## src/sv/sshg_pkg.sv

```systemverilog
package sshg_pkg;

    localparam int DEPTH_DEFAULT      = 64;
    localparam int DATA_WIDTH_DEFAULT = 32;

    typedef enum logic [1:0] {
        ST_LOAD,
        ST_SETTLE,
        ST_UNLOAD
    } sshg_state_t;

endpackage

```

## src/sv/sshg_cell.sv

```systemverilog
// One slot of the insertion chain: keeps the smaller value, passes the larger on.
module sshg_cell #(
    parameter int DATA_WIDTH = sshg_pkg::DATA_WIDTH_DEFAULT
) (
    input  logic                         clk,
    input  logic                         rst_n,
    input  logic                         shift,
    input  logic                         carry_in_valid,
    input  logic signed [DATA_WIDTH-1:0] carry_in_data,
    input  logic                         right_valid,
    input  logic signed [DATA_WIDTH-1:0] right_data,
    output logic                         held_valid,
    output logic signed [DATA_WIDTH-1:0] held_data,
    output logic                         carry_out_valid,
    output logic signed [DATA_WIDTH-1:0] carry_out_data
);
    import sshg_pkg::*;

    logic                         held_valid_reg, held_valid_next;
    logic signed [DATA_WIDTH-1:0] held_data_reg, held_data_next;
    logic                         carry_valid_reg, carry_valid_next;
    logic signed [DATA_WIDTH-1:0] carry_data_reg, carry_data_next;

    always_comb
    begin
        held_valid_next  = held_valid_reg;
        held_data_next   = held_data_reg;
        carry_valid_next = 1'b0;
        carry_data_next  = carry_data_reg;
        if (shift)
        begin
            held_valid_next = right_valid;
            held_data_next  = right_data;
        end
        else if (carry_in_valid)
        begin
            if (!held_valid_reg)
            begin
                held_valid_next = 1'b1;
                held_data_next  = carry_in_data;
            end
            else if (carry_in_data < held_data_reg)
            begin
                held_data_next   = carry_in_data;
                carry_valid_next = 1'b1;
                carry_data_next  = held_data_reg;
            end
            else
            begin
                carry_valid_next = 1'b1;
                carry_data_next  = carry_in_data;
            end
        end
    end

    always_ff @(posedge clk or negedge rst_n)
    begin
        if (!rst_n)
        begin
            held_valid_reg  <= 1'b0;
            carry_valid_reg <= 1'b0;
        end
        else
        begin
            held_valid_reg  <= held_valid_next;
            carry_valid_reg <= carry_valid_next;
        end
    end

    always_ff @(posedge clk)
    begin
        held_data_reg  <= held_data_next;
        carry_data_reg <= carry_data_next;
    end

    assign held_valid      = held_valid_reg;
    assign held_data       = held_data_reg;
    assign carry_out_valid = carry_valid_reg;
    assign carry_out_data  = carry_data_reg;

endmodule

```

## config.mk

```make
export PLATFORM = sky130hd
export DESIGN_NAME = sshg_cell
export DESIGN_NICKNAME = d
export VERILOG_FILES = /design/src/sv/sshg_pkg.sv /design/src/sv/sshg_cell.sv
export SDC_FILE = /design/constraint.sdc
export NUM_CORES = 1
export LEC_CHECK = 0
export ABC_AREA = 0
export BUFFER_PORTS_ARGS = -buffer_cell sky130_fd_sc_hd__clkbuf_2
export CORE_ASPECT_RATIO = 1.4
export CORE_MARGIN = 2
export CORE_UTILIZATION = 51
export CTS_BUF_LIST = sky130_fd_sc_hd__clkbuf_2 sky130_fd_sc_hd__clkbuf_4 sky130_fd_sc_hd__clkbuf_8
export DETAILED_ROUTE_END_ITERATION = 7
export PLACE_DENSITY = 0.9
export SLEW_MARGIN = 10
export SYNTH_ARGS = -nofsm -noshare
export SYNTH_HDL_FRONTEND = slang
export SYNTH_SLANG_ARGS = --single-unit
```

## constraint.sdc

```tcl
create_clock -name clk -period 4 [get_ports clk]
set_input_delay 0.2 -clock clk [delete_from_list [all_inputs] [get_ports clk]]
set_output_delay 0.2 -clock clk [all_outputs]
set_load 0.01 [all_outputs]
```

==> results.md, run 1 <==
* Outcome: finished clean
* PortBufs at 134
* Startpoint types: flop
* Most used DFF post-synth: edfxtp_1
* Switch Pwr at 0.5116 mW
* CP bufs+invs at 2
* Total number of vias at 2594
* Endpoint class of the critical path: flop
* Worst path top cell family by delay: compound AO/OA/AOI/OAI gates
* Synth-to-Final Area Change at 25.62%
* Die area at 0.007946 mm^2
* Sequential share of power at 47.3%
* Final setup skew at 0.006749 ns
* Largest area contributor in the netlist: edfxtp_1
* Post-Synthesis Cells at 258
* IO Pins at 135
* Sum Neg Setup Slack at 0 ns
* Total GRT Usage at 20.89%
* Final ANT Viol Nets at 0
* Dpl cells at 484
* DPL Wire Length at 6228 um
* Worst path max stage delay at 0.42 ns
* Final hold vios at 0
* CTS root buffer: clkbuf_8
* Clock power share at 25.2%
* Async S/R FF share, synth at 3.030%
* Resized cells post-CTS at 0
* CTS max path bufs at 2
* Fin cells at 499
* Largest net degree at the start of global routing at 37
* VDD IR max at 0.0002917 V
* Min cycle time layout at 3.098 ns
* Die boundary width at 75.91 um
* CORE AREA at 0.006982 mm^2
* Fin nets at 501
* Part of the cycle the worst path needs at 77.45%
* Sequential area share after synthesis at 53.41%
* WL final at 7974 um
* Pwr Total at 1.879 mW
* Vias in the first global route at 2802
* Crit-path cells: inv_1 > ha_1 > a21o_1 > a221o_1 > a221o_1 > o2bb2ai_1 > a211oi_4 > buf_4 > mux2_4
* FP Rows at 36
* CTS tree: done
* Most common cell after layout, fill and taps aside: clkbuf_2
* Latest clock arrival within the worst-skew pair at 0.34 ns
* Max-slew violation count at 0
* HP Class: input pin to flop
* Antenna violations before repair at 0
* Critical path required time at 4.09 ns
* Final GP Congestion at 0.7947
* Crit Path Max Fanout at 22
* Drt via density at 5.198
* Logic pwr share at 27.5%
* Most frequent cells in the layout: clkbuf_2 (134), edfxtp_1 (64), mux2_2 (35), inv_1 (32), ha_1 (31)
* Most Frequent Cell on Critical Path: a221o_1
* Unrepaired setup endpoints after global routing: false
* Worst Tran Pin Value at 0.9274 ns
* H-tree depth at 3
* Average wire per cell in the routed design at 15.98 um
* Sw Share at 27.22%
* Final setup vio count at 0
* Post-route DRC violation count at 0
* Post-synth EDFFs at 64
* Initial core utilization at 52.89%
* Post-Syn Area at 0.003692 mm^2
* First-pass GRT wire length at 12840 um
* Die H at 104.7 um
* Number of max-cap violations at 0
* F_max at 322.8 MHz
* First DRT Iteration DRCs at 162
* P_int at 1.368 mW
* Grt ovf at 0
* Total CTS buffers at 9
* Post-Syn Nets at 358
* # diodes at 0
* Leak at 2.212 nW
* Power per cell area at 405.2 mW/mm^2
* WP data arrival at 3.19 ns
* Yosys top cell area share at 52.05%
* #FFs+latches synth at 66
* Pre-antenna DRT Iters at 4
* Hold_ws at 0.07035 ns
* Unique masters post-synth at 29
* Syn_area_per_cell at 14.31 um^2
* CTS clock-pin slew for the worst setup and hold paths at 0.06 ns
* Critical Setup Path Class: flop to flop
* Synth Warn # at 0
* Synth top area cells: edfxtp_1 (52%), mux2_4 (12%), mux2_2 (11%)
* Max-slew headroom at 38.18%
* TritonCTS Sinks at 66
* Critical path's slowest cell: edfxtp_1
* Layout cells sized above 1 at 54.46%
## cell families after synthesis
logic type               Yosys count  synth area share, %
multiplexers                      64                22.47
AND/OR/NAND/NOR                   30                3.863
AO/OA/AOI/OAI                     28                5.185
flip-flops                        66                53.41
adder cells (fa/ha/maj)           31                10.50
buffers and inverters             39                4.575
## power groups by stage
stage / Combinational [mW] / Sequential, mW / Clock [mW]
2_1_floorplan: 0.332 / 0.927 / 0
3_3_place_gp: 0.493 / 0.902 / 0
3_5_place_dp: 0.520 / 0.904 / 0
4_1_cts: 0.522 / 0.890 / 0.485
5_1_grt: 0.565 / 0.896 / 0.510
6_report: 0.517 / 0.890 / 0.473
## what timing repair did
action / 4_1_cts / 5_1_grt
endpoints found under the hold margin: 2 / 0
endpoints found under the setup margin: 0 / 0
hold buffers: 1 / 0
setup buffers: 0 / 0
## through the flow
stage,util [%],instance area (um^2),setup WS [ns]
after floorplan,-,3692,0.4969
after global placement,64.03,4471,1.021
after detailed placement,64.03,4471,0.9378
after CTS,66.43,4638,0.9219
after global routing,66.43,4638,0.7569
final,66.43,4638,0.9019
## worst min-delay path, stage by stage
cell and delay [ns]:
clkbuf_2 0.07, nand2_1 0.04, o21ai_0 0.06
## metal layers
metal / vias to the layer above / global-route usage (%) / share of wire [%]
li1: 1244 / - / -
met3: 21 / 6.045 / 5.4
met5: - / 0 / 0
met4: 0 / 10.26 / 2.8
met1: 1220 / 22.00 / 37
met2: 109 / 37.82 / 55
## layout make-up
type,count,area (um^2)
Timing Repair Buffer,139,710.7
Tap cell,95,118.9
Clock buffer,13,153.9
Multi-Input combinational cell,153,1559
Fill cell,534,2344
Inverter,32,120.1
Sequential cell,66,1972
Clock inverter,1,3.754
## final timing paths
path | from | to | slack, ns | depth (start not counted)
max in group asynchronous | rst_n | held_valid$_DFFE_PN0P_ | 3.73 | 2
min reg2reg | held_valid$_DFFE_PN0P_ | held_valid$_DFFE_PN0P_ | 0.59 | 2
min in group asynchronous | rst_n | carry_out_valid$_DFF_PN0_ | 0.17 | 2
max reg2reg | held_data[25]$_DFFE_PP_ | carry_out_data[18]$_DFFE_PP_ | 0.90 | 9
max | held_data[25]$_DFFE_PP_ | carry_out_data[18]$_DFFE_PP_ | 0.90 | 9
min | right_valid | held_valid$_DFFE_PN0P_ | 0.07 | 3
## cell usage after synthesis, drive strengths merged (3+ instances only)
cell,instances
nor2,10
clkbuf,3
edfxtp,64
nand2,11
a211oi,3
mux2,64
inv,32
a21oi,11
o21ai,6
ha,31
buf,4
(Power assumes the default switching activity.)
==> run 2: changes to the inputs <==
--- a/config.mk
+++ b/config.mk
@@ -5,14 +5,14 @@
 export SDC_FILE = /design/constraint.sdc
 export NUM_CORES = 1
 export LEC_CHECK = 0
-export ABC_AREA = 0
+export ABC_AREA = 1
 export BUFFER_PORTS_ARGS = -buffer_cell sky130_fd_sc_hd__clkbuf_2
 export CORE_ASPECT_RATIO = 1.4
 export CORE_MARGIN = 2
-export CORE_UTILIZATION = 51
+export CORE_UTILIZATION = 47
 export CTS_BUF_LIST = sky130_fd_sc_hd__clkbuf_2 sky130_fd_sc_hd__clkbuf_4 sky130_fd_sc_hd__clkbuf_8
 export DETAILED_ROUTE_END_ITERATION = 7
-export PLACE_DENSITY = 0.9
+export PLACE_DENSITY = 0.87
 export SLEW_MARGIN = 10
 export SYNTH_ARGS = -nofsm -noshare
 export SYNTH_HDL_FRONTEND = slang
==> constraint.sdc (replaced) <==
create_clock -name clk -period 2.78 [get_ports clk]
set_input_delay 0.139 -clock clk [delete_from_list [all_inputs] [get_ports clk]]
set_output_delay 0.139 -clock clk [all_outputs]
set_load 0.01 [all_outputs]
==> results.md, run 2 <==
* Sequential area share after synthesis at 52.50%
* Post-route DRC violation count at 0
* Unique masters post-synth at 19
* DPL Wire Length at 7033 um
* Crit Path Max Fanout at 19
* Fin nets at 660
* Die H at 109.8 um
* Fin cells at 665
* Count leader, synth: nand2_1
* Outcome: finished clean
* WL final at 9494 um
* Unrepaired setup endpoints after global routing: false
* Sum Neg Setup Slack at 0 ns
* Multi-input gate area at 0.001525 mm^2
* Largest net degree at the start of global routing at 32
* Number of max-cap violations at 0
* TritonCTS Sinks at 66
* F_max at 407.6 MHz
* First-pass GRT wire length at 14840 um
* HP Class: input pin to flop
* CTS tree: done
* Dpl cells at 648
* FP Rows at 38
* Antenna violations before repair at 0
* Final setup skew at 0.005638 ns
* Postcts setup bufs at 0
* Post-Synthesis Cells at 423
* Async S/R FF share, synth at 3.030%
* Leak at 2.504 nW
* CTS root buffer: clkbuf_8
* Register area at 0.001972 mm^2
* Total number of vias at 3275
* Total GRT Usage at 22.54%
* Total CTS buffers at 9
* Resized cells post-CTS at 0
* Grt ovf at 0
* Latest clock arrival within the worst-skew pair at 0.35 ns
* Final hold vios at 0
* Synth-to-Final Area Change at 24.25%
* Post-synth EDFFs at 64
* CTS max path bufs at 2
* Worst Tran Pin Value at 1.043 ns
* Commonest cells in the netlist: nand2_1 (196), edfxtp_1 (64), inv_1 (45)
* CTS clock-pin slew for the worst setup and hold paths at 0.07 ns
* Initial core utilization at 48.47%
* Average wire per cell in the routed design at 14.28 um
* IO Pins at 135
* Final ANT Viol Nets at 0
* Layout cells sized above 1 at 32.39%
* Power per cell area at 608.5 mW/mm^2
* Critical Setup Path Class: flop to flop
* Critical path required time at 2.81 ns
* Endpoint class of the critical path: flop
* Syn_area_per_cell at 8.880 um^2
* WP data arrival at 2.49 ns
* # diodes at 0
* Most used DFF post-synth: edfxtp_1
* Largest area contributor in the netlist: edfxtp_1
* Die area at 0.008733 mm^2
* Final setup vio count at 0
* Most common cell after layout, fill and taps aside: nand2_1
* Vias in the first global route at 3404
* Synth Warn # at 0
* Most frequent cells in the layout: nand2_1 (196), clkbuf_2 (134), edfxtp_1 (64), inv_1 (45), ha_1 (31)
* Max-slew violation count at 0
* Synth top area cells: edfxtp_1 (51%), nand2_1 (20%), ha_1 (10%)
* Startpoint types: flop
* Cts hold-fix bufs at 1
* #FFs+latches synth at 66
* Max-slew headroom at 30.36%
* H-tree depth at 3
* PortBufs at 134
* VDD IR max at 0.0003599 V
* Die boundary width at 79.56 um
* Final GP Congestion at 0.8559
* Drt via density at 4.925
* Final Core Density at 60.22%
* CORE AREA at 0.007750 mm^2
* Layout fillers at 674
* Part of the cycle the worst path needs at 88.25%
* Post-Syn Area at 0.003756 mm^2
* Post-Syn Nets at 523
* Yosys top cell area share at 51.17%
* Min cycle time layout at 2.453 ns
* Pre-antenna DRT Iters at 5
* First DRT Iteration DRCs at 172
## run 2: changes by cell type after synthesis, moves of 3 or more
cell / delta
nor2_1: +3
mux2_4: -29
nand2_2: +24
nand2_1: +185
nand3_1: +4
mux2_2: -35
a21oi_1: +3
inv_1: +13
clkbuf_1: +4
## run 2: worst paths after layout
kind / start / to / slack [ns] / depth (start not counted)
max reg2reg: held_data[5]$_DFFE_PP_ / held_data[23]$_DFFE_PP_ / 0.33 / 14
min: right_data[27] / held_data[27]$_DFFE_PP_ / 0.05 / 3
min reg2reg: held_data[15]$_DFFE_PP_ / carry_out_data[15]$_DFFE_PP_ / 0.57 / 2
max: held_data[5]$_DFFE_PP_ / held_data[23]$_DFFE_PP_ / 0.33 / 14
max in group asynchronous: rst_n / held_valid$_DFFE_PN0P_ / 2.59 / 2
min in group asynchronous: rst_n / carry_out_valid$_DFF_PN0_ / 0.10 / 2
## run 2: layer usage
metal	share of wire [%]	wire (um)	vias to the layer above	GRT usage, %
li1	-	-	1623	-
met4	2.3	219	0	10.71
met3	6.6	622	18	6.240
met1	38	3579	1497	23.09
met2	53	5073	137	41.78
met5	0	0	-	0
## run 2: cells by family (layout without fill, tap and decap cells)
group / Yosys count / in the layout / share of synthesized area (%)
AO/OA/AOI/OAI: 22 / 22 / 3.031
buffers and inverters: 58 / 200 / 7.095
adder cells (fa/ha/maj): 31 / 31 / 10.33
AND/OR/NAND/NOR: 246 / 246 / 27.05
flip-flops: 66 / 66 / 52.50
## run 2: metrics by stage
step                instance area, um^2  setup WS [ns]  power [mW]  hold WS, ns
floorplan                          3756         0.2033       1.886      -0.1566
global placement                   4492         0.4474       2.102     -0.07586
detailed placement                 4492         0.3460       2.147     -0.07370
CTS                                4667         0.3260       2.858      0.03672
global route                       4667         0.1309       2.998      0.03702
finish                             4667         0.3267       2.840      0.05454
## run 2: area by class of cell
cell class | count | share of cell area, %
well taps | 100 | 2.681
clock buffers | 12 | 3.137
flip-flops and latches | 66 | 42.25
repair buffers | 139 | 15.23
inverters | 45 | 3.619
clock inverters | 4 | 0.4021
multi-input cells | 299 | 32.68
## run 2: critical path, stage by stage (launching register included)
cell      delay, ns
edfxtp_1       0.44
inv_1          0.08
ha_1           0.23
a21oi_1        0.17
nor2_1         0.05
nor3_1         0.13
nand2_1        0.08
nand2_1        0.06
nand2_1        0.07
nand2_2        0.09
nand3_1        0.15
nand3_1        0.16
nand2_1        0.06
inv_1          0.06
buf_4          0.28
## run 2: report_power, final
group	internal (mW)	switching (mW)
combinational	0.284	0.518
clock	0.346	0.367
sequential	1.26	0.0669
total	1.89	0.952
==> run 3: changes to the inputs <==
--- a/config.mk
+++ b/config.mk
@@ -7,11 +7,12 @@
 export LEC_CHECK = 0
 export ABC_AREA = 1
 export BUFFER_PORTS_ARGS = -buffer_cell sky130_fd_sc_hd__clkbuf_2
-export CORE_ASPECT_RATIO = 1.4
+export CORE_ASPECT_RATIO = 1.1
 export CORE_MARGIN = 2
 export CORE_UTILIZATION = 47
 export CTS_BUF_LIST = sky130_fd_sc_hd__clkbuf_2 sky130_fd_sc_hd__clkbuf_4 sky130_fd_sc_hd__clkbuf_8
 export DETAILED_ROUTE_END_ITERATION = 7
+export GPL_TIMING_DRIVEN = 0
 export PLACE_DENSITY = 0.87
 export SLEW_MARGIN = 10
 export SYNTH_ARGS = -nofsm -noshare
==> results.md, run 3 (same netlist as run 2, synthesis figures left out) <==
* Outcome: finished clean
* Worst R2R Setup Slack at 0.31 ns
* Final ANT Viol Nets at 0
* Cell count of the worst reg-to-reg path at 13
* CTS root buffer: clkbuf_8
* Most frequent cells in the layout: nand2_1 (196), clkbuf_2 (134), edfxtp_1 (64), inv_1 (44), ha_1 (31)
* RR Startpoint: held_data[5]$_DFFE_PP_
* First DRT Iteration DRCs at 163
* VDD IR max at 0.0002929 V
* Critical path required time at 2.76 ns
* Placed cell area at 0.004597 mm^2
* Final setup skew at 0.01024 ns
* PortBufs at 134
* WL final at 9446 um
* Die area at 0.008724 mm^2
* Crit-path cells: inv_1 > ha_1 > a21oi_1 > nor2_1 > nor3_1 > nand2_1 > nand2_1 > nand2_1 > nand2_2 > nand3_1 > nand3_1 > nand2_1 > inv_4
* Worst path max stage delay at 0.45 ns
* DPL Wire Length at 7215 um
* Total GRT Usage at 21.96%
* Final hold vios at 0
* Most Frequent Cell on Critical Path: nand2_1
* CP startpoint: held_data[5]$_DFFE_PP_
* Hold_ws at 0.06578 ns
* Post-Layout Inst Area at 0.004775 mm^2
* Unrepaired setup endpoints after global routing: false
* FP Rows at 34
* Startpoint types: flop
* Final Core Density at 61.00%
* Critical Setup Path Class: flop to flop
* Most common cell after layout, fill and taps aside: nand2_1
* Min cycle time layout at 2.473 ns
* Worst path top cell family by delay: simple AND/OR/NAND/NOR gates
* Number of max-cap violations at 0
* CP bufs+invs at 2
* Grt ovf at 0
* Antenna violations before repair at 0
* TritonCTS Sinks at 66
* Critical Path Sink: held_data[11]$_DFFE_PP_
* Total CTS buffers at 9
* WP data arrival at 2.46 ns
* Vias in the first global route at 3198
* Final setup vio count at 0
* Max-slew headroom at 62.68%
* CTS max path bufs at 2
* Crit Path Max Fanout at 32
* IO Pins at 135
* Worst Tran Pin Value at 0.5598 ns
* Die boundary width at 89.24 um
* Drt via density at 4.795
* HP Class: input pin to flop
* CTS clock-pin slew for the worst setup and hold paths at 0.07 ns
* Pwr Total at 2.894 mW
* Pre-antenna DRT Iters at 4
* Critical path's slowest cell: edfxtp_1
* Largest net degree at the start of global routing at 33
* Layout cells sized above 1 at 32.52%
* # diodes at 0
* Leak at 2.542 nW
* Power per cell area at 606.1 mW/mm^2
* First-pass GRT wire length at 14550 um
* Synth-to-Final Area Change at 27.12%
* Initial core utilization at 47.99%
* Final GP Congestion at 0.8518
* RR Endpoint: held_data[11]$_DFFE_PP_
* CORE AREA at 0.007828 mm^2
* Crit. path cell count at 13
* CTS tree: done
* Die H at 97.76 um
* Average wire per cell in the routed design at 13.83 um
* Post-route DRC violation count at 0
* Part of the cycle the worst path needs at 88.94%
* Max-slew violation count at 0
* Total number of vias at 3275
* Endpoint class of the critical path: flop
* Latest clock arrival within the worst-skew pair at 0.34 ns
* Fin nets at 670
* H-tree depth at 3
* F_max at 404.4 MHz
==> run 3: per-layer routing <==
layer / part of all wire (%) / up-vias / track usage [%] / routed length (um)
met5: 0 / - / 0 / 0
met4: 2.3 / 0 / 10.79 / 220
met3: 5.9 / 17 / 3.635 / 559
met2: 52 / 118 / 36.92 / 4868
met1: 40 / 1494 / 26.83 / 3798
li1: - / 1646 / - / -
==> run 3: cell type report <==
cell class                 count  area [um^2]
inverter                      45        171.4
buffer                        13        97.59
clock inverter                 4        18.77
clock buffer                  12        146.4
fill                         702         3053
multi-input combinational    299         1525
sequential                    66         1972
tap                          108        135.1
timing repair buffer         136        708.2
==> run 3: timing repair <==
action	4_1_cts	5_1_grt
resized for setup	0	2
hold buffers	1	0
endpoints found under the setup margin	0	32
endpoints found under the hold margin	2	0
setup buffers	0	0
==> run 3: worst min path at each step <==
| stage | startpoint | endpoint | cells after the start | slack, ns |
|---|---|---|---|---|
| finish | right_data[4] | held_data[4]$_DFFE_PP_ | 3 | 0.07 |
| detailed placement | rst_n | carry_out_valid$_DFF_PN0_ | 1 | -0.06 |
| CTS | right_data[4] | held_data[4]$_DFFE_PP_ | 3 | 0.05 |
| global placement | rst_n | carry_out_valid$_DFF_PN0_ | 1 | -0.07 |
| floorplan | rst_n | carry_out_valid$_DFF_PN0_ | 0 | -0.16 |
| global route | right_data[28] | held_data[28]$_DFFE_PP_ | 3 | 0.06 |
==> run 3: per-stage QoR <==
stage / worst slack (ns) / instances / TNS, ns
finish: 0.3073 / 683 / 0
global route: 0.07121 / 683 / 0
CTS: 0.05945 / 683 / 0
detailed placement: 0.07602 / 666 / 0
global placement: -0.3308 / 665 / -19.26
floorplan: 0.2033 / 423 / 0
==> run 3: power by group <==
group	internal, mW	switching [mW]	total [mW]
registers	1.26	0.0660	1.32
clock network	0.347	0.363	0.709
logic	0.335	0.524	0.859
total	1.94	0.953	2.89
==> run 3: worst min-delay path, cell delays in order <==
cell	delay, ns
clkbuf_2	0.07
nand2_1	0.04
nand2_1	0.05
